===== config.mk =====
export PLATFORM = sky130hd
export DESIGN_NAME = float32_truncating_divider_top
export DESIGN_NICKNAME = d
export VERILOG_FILES = /design/src/hdl/ftd_pkg.sv /design/src/hdl/ftd_cell.sv /design/src/hdl/float32_truncating_divider_top.sv
export SDC_FILE = /design/constraint.sdc
export NUM_CORES = 2
export LEC_CHECK = 0
export ABC_CLOCK_PERIOD_IN_PS = 69800
export BUFFER_PORTS_ARGS = -buffer_cell sky130_fd_sc_hd__buf_2
export CAP_MARGIN = 15
export CORE_ASPECT_RATIO = 1.5
export CORE_MARGIN = 3
export CORE_UTILIZATION = 58
export DETAILED_ROUTE_END_ITERATION = 16
export PLACE_DENSITY = 0.78
export SLEW_MARGIN = 15
export SYNTH_ARGS = -nofsm -noshare
export SYNTH_HDL_FRONTEND = slang
export SYNTH_SLANG_ARGS = --single-unit

===== constraint.sdc =====
create_clock -name i_clk -period 69.8 [get_ports i_clk]
set_input_delay 13.96 -clock i_clk [delete_from_list [all_inputs] [get_ports i_clk]]
set_output_delay 13.96 -clock i_clk [all_outputs]
set_load 0.05 [all_outputs]

===== src/hdl/ftd_pkg.sv =====
// Package: widths, constants and cell transfer type for the truncating divider.
package ftd_pkg;
    localparam int unsigned MantW  = 24;
    localparam int unsigned QuotW  = 25;
    localparam int unsigned NCells = QuotW;
    localparam logic [7:0] ExpBiasLo = 8'd126;
    localparam logic [7:0] TopByteBit = 8'h80;

    typedef struct packed {
        logic              valid;
        logic [MantW:0]    rem;
        logic [MantW-1:0]  div;
        logic [QuotW-1:0]  quo;
        logic              sgn;
        logic [7:0]        exp;
    } t_cell;
endpackage


===== src/hdl/ftd_cell.sv =====
// One restoring-division cell: forms one quotient bit and passes the partial result on.
module ftd_cell (
    input  logic          i_clk,
    input  logic          i_rst_n,
    input  logic          i_en,
    input  ftd_pkg::t_cell i_d,
    output ftd_pkg::t_cell o_q
);
    ftd_pkg::t_cell r_q;
    ftd_pkg::t_cell n_q;
    logic [ftd_pkg::MantW+1:0] w_diff;

    always_comb begin
        n_q    = i_d;
        w_diff = {1'b0, i_d.rem} - {2'b00, i_d.div};
        // take the difference when non-negative, then shift for the next bit
        if (!w_diff[ftd_pkg::MantW+1]) begin
            n_q.rem = {w_diff[ftd_pkg::MantW-1:0], 1'b0};
            n_q.quo = {i_d.quo[ftd_pkg::QuotW-2:0], 1'b1};
        end else begin
            n_q.rem = {i_d.rem[ftd_pkg::MantW-1:0], 1'b0};
            n_q.quo = {i_d.quo[ftd_pkg::QuotW-2:0], 1'b0};
        end
    end

    always_ff @(posedge i_clk) begin
        if (!i_rst_n) begin
            r_q.valid <= 1'b0;
        end else if (i_en) begin
            r_q.valid <= i_d.valid;
        end
        if (i_en) begin
            r_q.rem <= n_q.rem;
            r_q.div <= n_q.div;
            r_q.quo <= n_q.quo;
            r_q.sgn <= n_q.sgn;
            r_q.exp <= n_q.exp;
        end
    end

    assign o_q = r_q;
endmodule


===== src/hdl/float32_truncating_divider_top.sv =====
// Top level: pipelined float32 truncating divider built from a chain of division cells.
//
//  channel | signals                               | direction
//  input   | i_valid, o_ready, i_dividend_bits,    | in
//          | i_divisor_bits                        |
//  output  | o_valid, i_ready, o_quotient_bits     | out
//
// One transaction per cycle while the output is not stalled; each item passes one register
// per quotient bit cell (25) and then the output register. The whole chain advances only
// while the output register is empty or being taken, so a stall on the output holds every
// stage. Reset clears all valid bits; payload registers are not reset.
module float32_truncating_divider_top (
    input  logic        i_clk,
    input  logic        i_rst_n,
    input  logic        i_valid,
    output logic        o_ready,
    input  logic [31:0] i_dividend_bits,
    input  logic [31:0] i_divisor_bits,
    output logic        o_valid,
    input  logic        i_ready,
    output logic [31:0] o_quotient_bits
);
    localparam int unsigned N = ftd_pkg::NCells;

    ftd_pkg::t_cell w_chain [N+1];
    logic           w_en;
    logic           r_valid;
    logic [31:0]    r_quot;
    logic [ftd_pkg::QuotW-1:0] w_q;
    logic [7:0]     w_e;

    // advance when the output slot is free or is being taken this cycle
    assign w_en    = !r_valid || i_ready;
    assign o_ready = w_en;

    always_comb begin
        w_chain[0].valid = i_valid;
        // first compare is of mx against my, the remainder starts as mx
        w_chain[0].rem   = {1'b0, ftd_pkg::TopByteBit, 16'h0000} |
                           {2'b00, i_dividend_bits[22:0]};
        w_chain[0].div   = {1'b1, i_divisor_bits[22:0]};
        w_chain[0].quo   = '0;
        w_chain[0].sgn   = i_dividend_bits[31] ^ i_divisor_bits[31];
        w_chain[0].exp   = ftd_pkg::ExpBiasLo + i_dividend_bits[30:23] - i_divisor_bits[30:23];
    end

    for (genvar g = 0; g < N; g++) begin : g_cell
        ftd_cell u_cell (
            .i_clk  (i_clk),
            .i_rst_n(i_rst_n),
            .i_en   (w_en),
            .i_d    (w_chain[g]),
            .o_q    (w_chain[g+1])
        );
    end

    assign w_q = w_chain[N].quo;
    assign w_e = w_chain[N].exp + {7'd0, w_q[ftd_pkg::QuotW-1]};

    always_ff @(posedge i_clk) begin
        if (!i_rst_n) begin
            r_valid <= 1'b0;
        end else if (w_en) begin
            r_valid <= w_chain[N].valid;
        end
        if (w_en) begin
            r_quot <= {w_chain[N].sgn, w_e,
                       w_q[ftd_pkg::QuotW-1] ? w_q[23:1] : w_q[22:0]};
        end
    end

    assign o_valid         = r_valid;
    assign o_quotient_bits = r_quot;

    // a stalled result holds
    a_hold: assert property (@(posedge i_clk) disable iff (!i_rst_n)
        o_valid && !i_ready |=> o_valid && $stable(o_quotient_bits))
        else $error("result changed under stall");
    // ready follows the output slot
    a_ready: assert property (@(posedge i_clk) disable iff (!i_rst_n)
        o_ready == (!o_valid || i_ready))
        else $error("ready mismatch");
    // last cell quotient is normalised to [2^23, 2^25)
    a_norm: assert property (@(posedge i_clk) disable iff (!i_rst_n)
        w_chain[N].valid |-> (w_q[24] || w_q[23]))
        else $error("quotient not normalised");
endmodule

# Word-level counts from Yosys, hierarchy flattened
# Index checks and enable logic that the tools add are counted.
# W data, S select, Z words.
[totals]
output_inout_bits = 34
reg_bits = 1760
inputBits = 68
word_cells = 232
[classes]
add_sub_neg = 28
n_reduce_logical = 2
n_bitwise = 1
mux = 50
[ops]
columns = ["operator", "count"]
rows = [
  ["$sub A25 B24 Y26", 24],
  ["$mux W25", 23],
  ["$mux W1", 25],
  ["$sub A24 B24 Y25", 1],
  ["$mux W24", 1],
  ["$mux W23", 1],
  ["$add A7 B8 Y8 const A", 1],
  ["$add A8 B1 Y8", 1],
  ["$sub A8 B8 Y8", 1],
  ["$logic_not A1 Y1", 1],
  ["$logic_or A1 B1 Y1", 1],
  ["$xor A1 B1 Y1", 1],
]

# Logic depth before layout (Yosys ltp)
[depth]
depth_word = 2
mapped_depth = 14
depth_no_buf = 13

# Cells and area by module
# Synthesis repeated with hierarchy kept, for this count alone.
[hier_totals]
cells_unflattened = 8554
hier_area_um2 = 111594.5
[by_module_without_submodules]
columns = ["module", "instances", "area_each_um2", "seq_area_each_um2", "cells_per_inst"]
rows = [
  ["ftd_cell (g_cell[0].u_cell ...)", 12, 4474.3, 2482.4, 331],
  ["ftd_cell (g_cell[20].u_cell ...)", 11, 4320.4, 2482.4, 346],
  ["ftd_cell (g_cell[4].u_cell ...)", 2, 4285.4, 2482.4, 321],
  ["float32_truncating_divider_top", 1, 1808.0, 980.9, 134],
]

# Least setup slack after synthesis
# OpenSTA, ideal clock, no wires.
[synth_timing]
path_type = "input to output"
startpoint = "input i_ready"
endpoint = "output o_ready"
t_required_ns = 55.840
n_path_buf = 2
path_stages = 4
setup_slack_ns = -4.825
arrival_time_ns = 60.665
path_cell_list = "nor2b_1 > clkbuf_1 > clkinv_1 > buf_1"
[synth_between]
elab_chain_cells = 1
[synth_rtl]
columns = ["item", "line", "rtl"]
rows = [
  ["start: declaration", "float32_truncating_divider_top.sv:20", "input logic i_ready,"],
  ["$logic_or A1 B1 Y1", "float32_truncating_divider_top.sv:33", "assign w_en = !r_valid || i_ready;"],
  ["end: declaration", "float32_truncating_divider_top.sv:16", "output logic o_ready,"],
]
# No other way between the ends.

# Final worst setup path
# Ends and elaborated chain as after synthesis.

==> flow_metrics.tcl <==
set metrics [dict create \
    cts_tree "yes" \
    antenna_left 0 \
    fin_skew_ns 0.0426 \
    slowest_delay_ns 0.85 \
    ys.flop_type "edfxtp_1" \
    synth_edf_count 1710 \
    crit_required_ns 55.84 \
    slew_headroom_pct 16.3 \
    path_class "in -> out" \
    cp-start-kind "primary input" \
    drive_gt1_share_pct 10.9 \
    nets 7776 \
    cts_sinks 1736 \
    hold_depth 0 \
    synth_most_common_cell "edfxtp_1" \
    rows 173 \
    regToRegStartpoint "o_valid" \
    gr-usage-all-layers_pct 21.6 \
    busiest_layer "met2" \
    fmax_mhz 33.6 \
    hold_violations 0 \
    hold_end "g_cell[19].u_cell.o_q[28]" \
    place_congestion 0.908 \
    leakage_uw 0.0395 \
    p_per_area_nw_per_um2 47.4 \
    grt_pass1_wl_um 269000 \
    synthDominantCellAreaShare_pct 58.7 \
    grt_max_degree 205 \
    rr_worst_depth 7 \
    drv_cap 0 \
    route.detailed.drc 0 \
    finalSetupViolations 0 \
    hold_buffers 0 \
    crit_family "buffers and inverters" \
    yosysTopAreaCell "edfxtp_1" \
    yosysWarningCount 0 \
    critPathSlowestCell "nor2b_2" \
    drtIter0Drc 2849 \
    r2r_end "g_cell[3].u_cell.o_q[46]" \
    p_comb_share_pct 42.2 \
    async_flop_share_pct 0 \
    syn2layout_area_growth_pct 9.12 \
    hpwl_um 122000 \
    use_met1_pct 16.9 \
    final_cells 9169 \
    p_int_uw 2950 \
    dieArea_sq_um 156000 \
    start_util_pct 58.7 \
    dpl.cell_count 8880 \
    crit_path_max_fanout 98 \
    tns_ns 0 \
    cp.depth 4 \
    met2_usage_pct 46.1 \
    ir_drop_uv 27.3 \
    worst_setup_path_end_kind "primary output" \
    overflow 0 \
    cts-root-buf "clkbuf_16" \
    min_path_type "reg -> reg" \
    maxSlewViolCount 0 \
    rsz0062_at_grt "no" \
    worstPathArrival_ns 15.80 \
    via_per_inst 5.83 \
    first_global_vias 57400 \
    timing.final.crit_share_pct 42.6 \
    path_clk_slew_ns 0.06 \
    cts_buffer_depth 3 \
    r2r_setup_slack_ns 64.04 \
    path_buf_inv 3 \
    cts_buffers 160 \
    p_clk_share_pct 18.7 \
    startpoint "i_ready" \
    io_buffers 101 \
    sequentialPowerShare_pct 39.1 \
    clock_latency_ns 0.80 \
    die_w_um 323 \
    p_sw_share_pct 34.9 \
    cts_resized 0 \
    synth.net_count 7582 \
    cp_cell_sequence "buf_2 -> nor2b_2 -> inv_8 -> buf_2" \
    vias 53400 \
    synth_commonest_cells "1,710 x edfxtp_1, 736 x inv_1, 566 x ha_1" \
    wl_per_cell_um 18.2 \
    die_h_um 481 \
    syn_area_sq_um 87400 \
    gr-usage-met3_pct 2.64 \
    ios 102 \
    p_sw_uw 1580 \
    crit_top_cell "buf_2" \
    antenna_found_initial 2 \
    hold_path_startpoint "g_cell[18].u_cell.o_q[27]" \
    avgSynthCellArea_sq_um 12.6 \
    worstMarginPinSlew_ns 1.26 \
    synth_seq_cells 1736 \
    ys_types 89 \
    postCtsSetupBuffers 0 \
    status "finished, final reports clean" \
    wl_um 167000 \
    htreeDepth 4 \
    syn_inst 6923 \
    seq_area_frac_synth_pct 59.3 \
    coreArea_sq_um 149000 \
    first_pass_iters 6 \
    min_period_ns 29.76 \
    synthTopCellsByArea "edfxtp_1 59%, ha_1 8.1%, mux2_2 4.3%" \
]
==> through the flow <==
| stage | hold WS, ns | power [uW] | util, % | setup WS, ns | cell area, sq um |
|---|---|---|---|---|---|
| after floorplan | 0.400 | 3210 | - | 0.762 | 87400 |
| after global placement | 0.400 | 3590 | 60.7 | 40.10 | 90300 |
| after detailed placement | 0.405 | 3680 | 60.7 | 40.06 | 90300 |
| after CTS | 0.394 | 4540 | 64.0 | 40.06 | 95400 |
| after global routing | 0.411 | 4810 | 64.0 | 39.87 | 95400 |
| final | 0.393 | 4520 | 64.0 | 40.04 | 95400 |
==> layout make-up <==
cell class,count,area [sq um]
Multi-Input combinational cell,4338,32400
Clock buffer,205,4270
Tap cell,1925,2410
Inverter,737,2770
Timing Repair Buffer,144,878
Clock inverter,80,763
Antenna cell,4,10.0
Fill cell,10600,53500
Sequential cell,1736,51900
==> power groups by stage <==
stage | clock, uW | combinational (uW) | sequential [uW]
5_1_grt | 904 | 2100 | 1800
3_3_place_gp | 0 | 1820 | 1770
6_report | 845 | 1910 | 1770
3_5_place_dp | 0 | 1890 | 1790
2_1_floorplan | 0 | 1450 | 1750
4_1_cts | 864 | 1910 | 1770
==> worst register-to-register path, delay by kind of cell (launching register included) <==
| kind | cells | cell delay (ns) |
|---|---|---|
| buffers and inverters | 6 | 4.71 |
| AND/OR/NAND/NOR | 1 | 0.32 |
| flip-flops | 1 | 0.31 |
==> placed cells by master, fill, tap and decap left out, drive strengths merged, types with 56 or more instances in the layout <==
cell type and count:
nand3 89, xnor2 282, xor2 150, a21boi 56, inv 743, nor2 386, a21o 223, nand2 352
nor2b 82, ha 566, o21a 120, a21oi 539, mux2 353, nand2b 88, clkinv 62, o21ai 306
clkbuf 205, nor3 65, edfxtp 1710, buf 144
==> per-layer routing <==
metal  part of all wire (%)  up-vias
li1                       -    25800
met1                     30    25800
met2                     60     1133
met3                    2.4      650
met4                    7.6        0
met5                      0        -
==> flip-flops by register name (all words and copies together), names as in the netlist <==
register and flops:
g_cell.u_cell.o_q 1703, o_valid 1, o_quotient_bits 32
==> kinds of logic (layout without fill, tap and decap cells) <==
group / count (synthesis) / count (layout) / share of synthesized area (%)
AND/OR/NAND/NOR: 1276 / 1276 / 6.87
XOR/XNOR: 432 / 432 / 4.33
other: 0 / 4 / 0
buffers and inverters: 849 / 1166 / 3.75
adder cells (fa/ha/maj): 591 / 591 / 8.67
flip-flops: 1736 / 1736 / 59.3
AO/OA/AOI/OAI: 1661 / 1661 / 12.1
multiplexers: 378 / 378 / 4.91
==> how the worst max path moves through the flow <==
| stage | end | slack (ns) |
|---|---|---|
| after floorplan | o_ready | 0.76 |
| after global placement | o_ready | 40.10 |
| after detailed placement | o_ready | 40.06 |
| after CTS | o_ready | 40.06 |
| after global routing | o_ready | 39.87 |
| final | o_ready | 40.04 |
(Power assumes the default switching activity.)
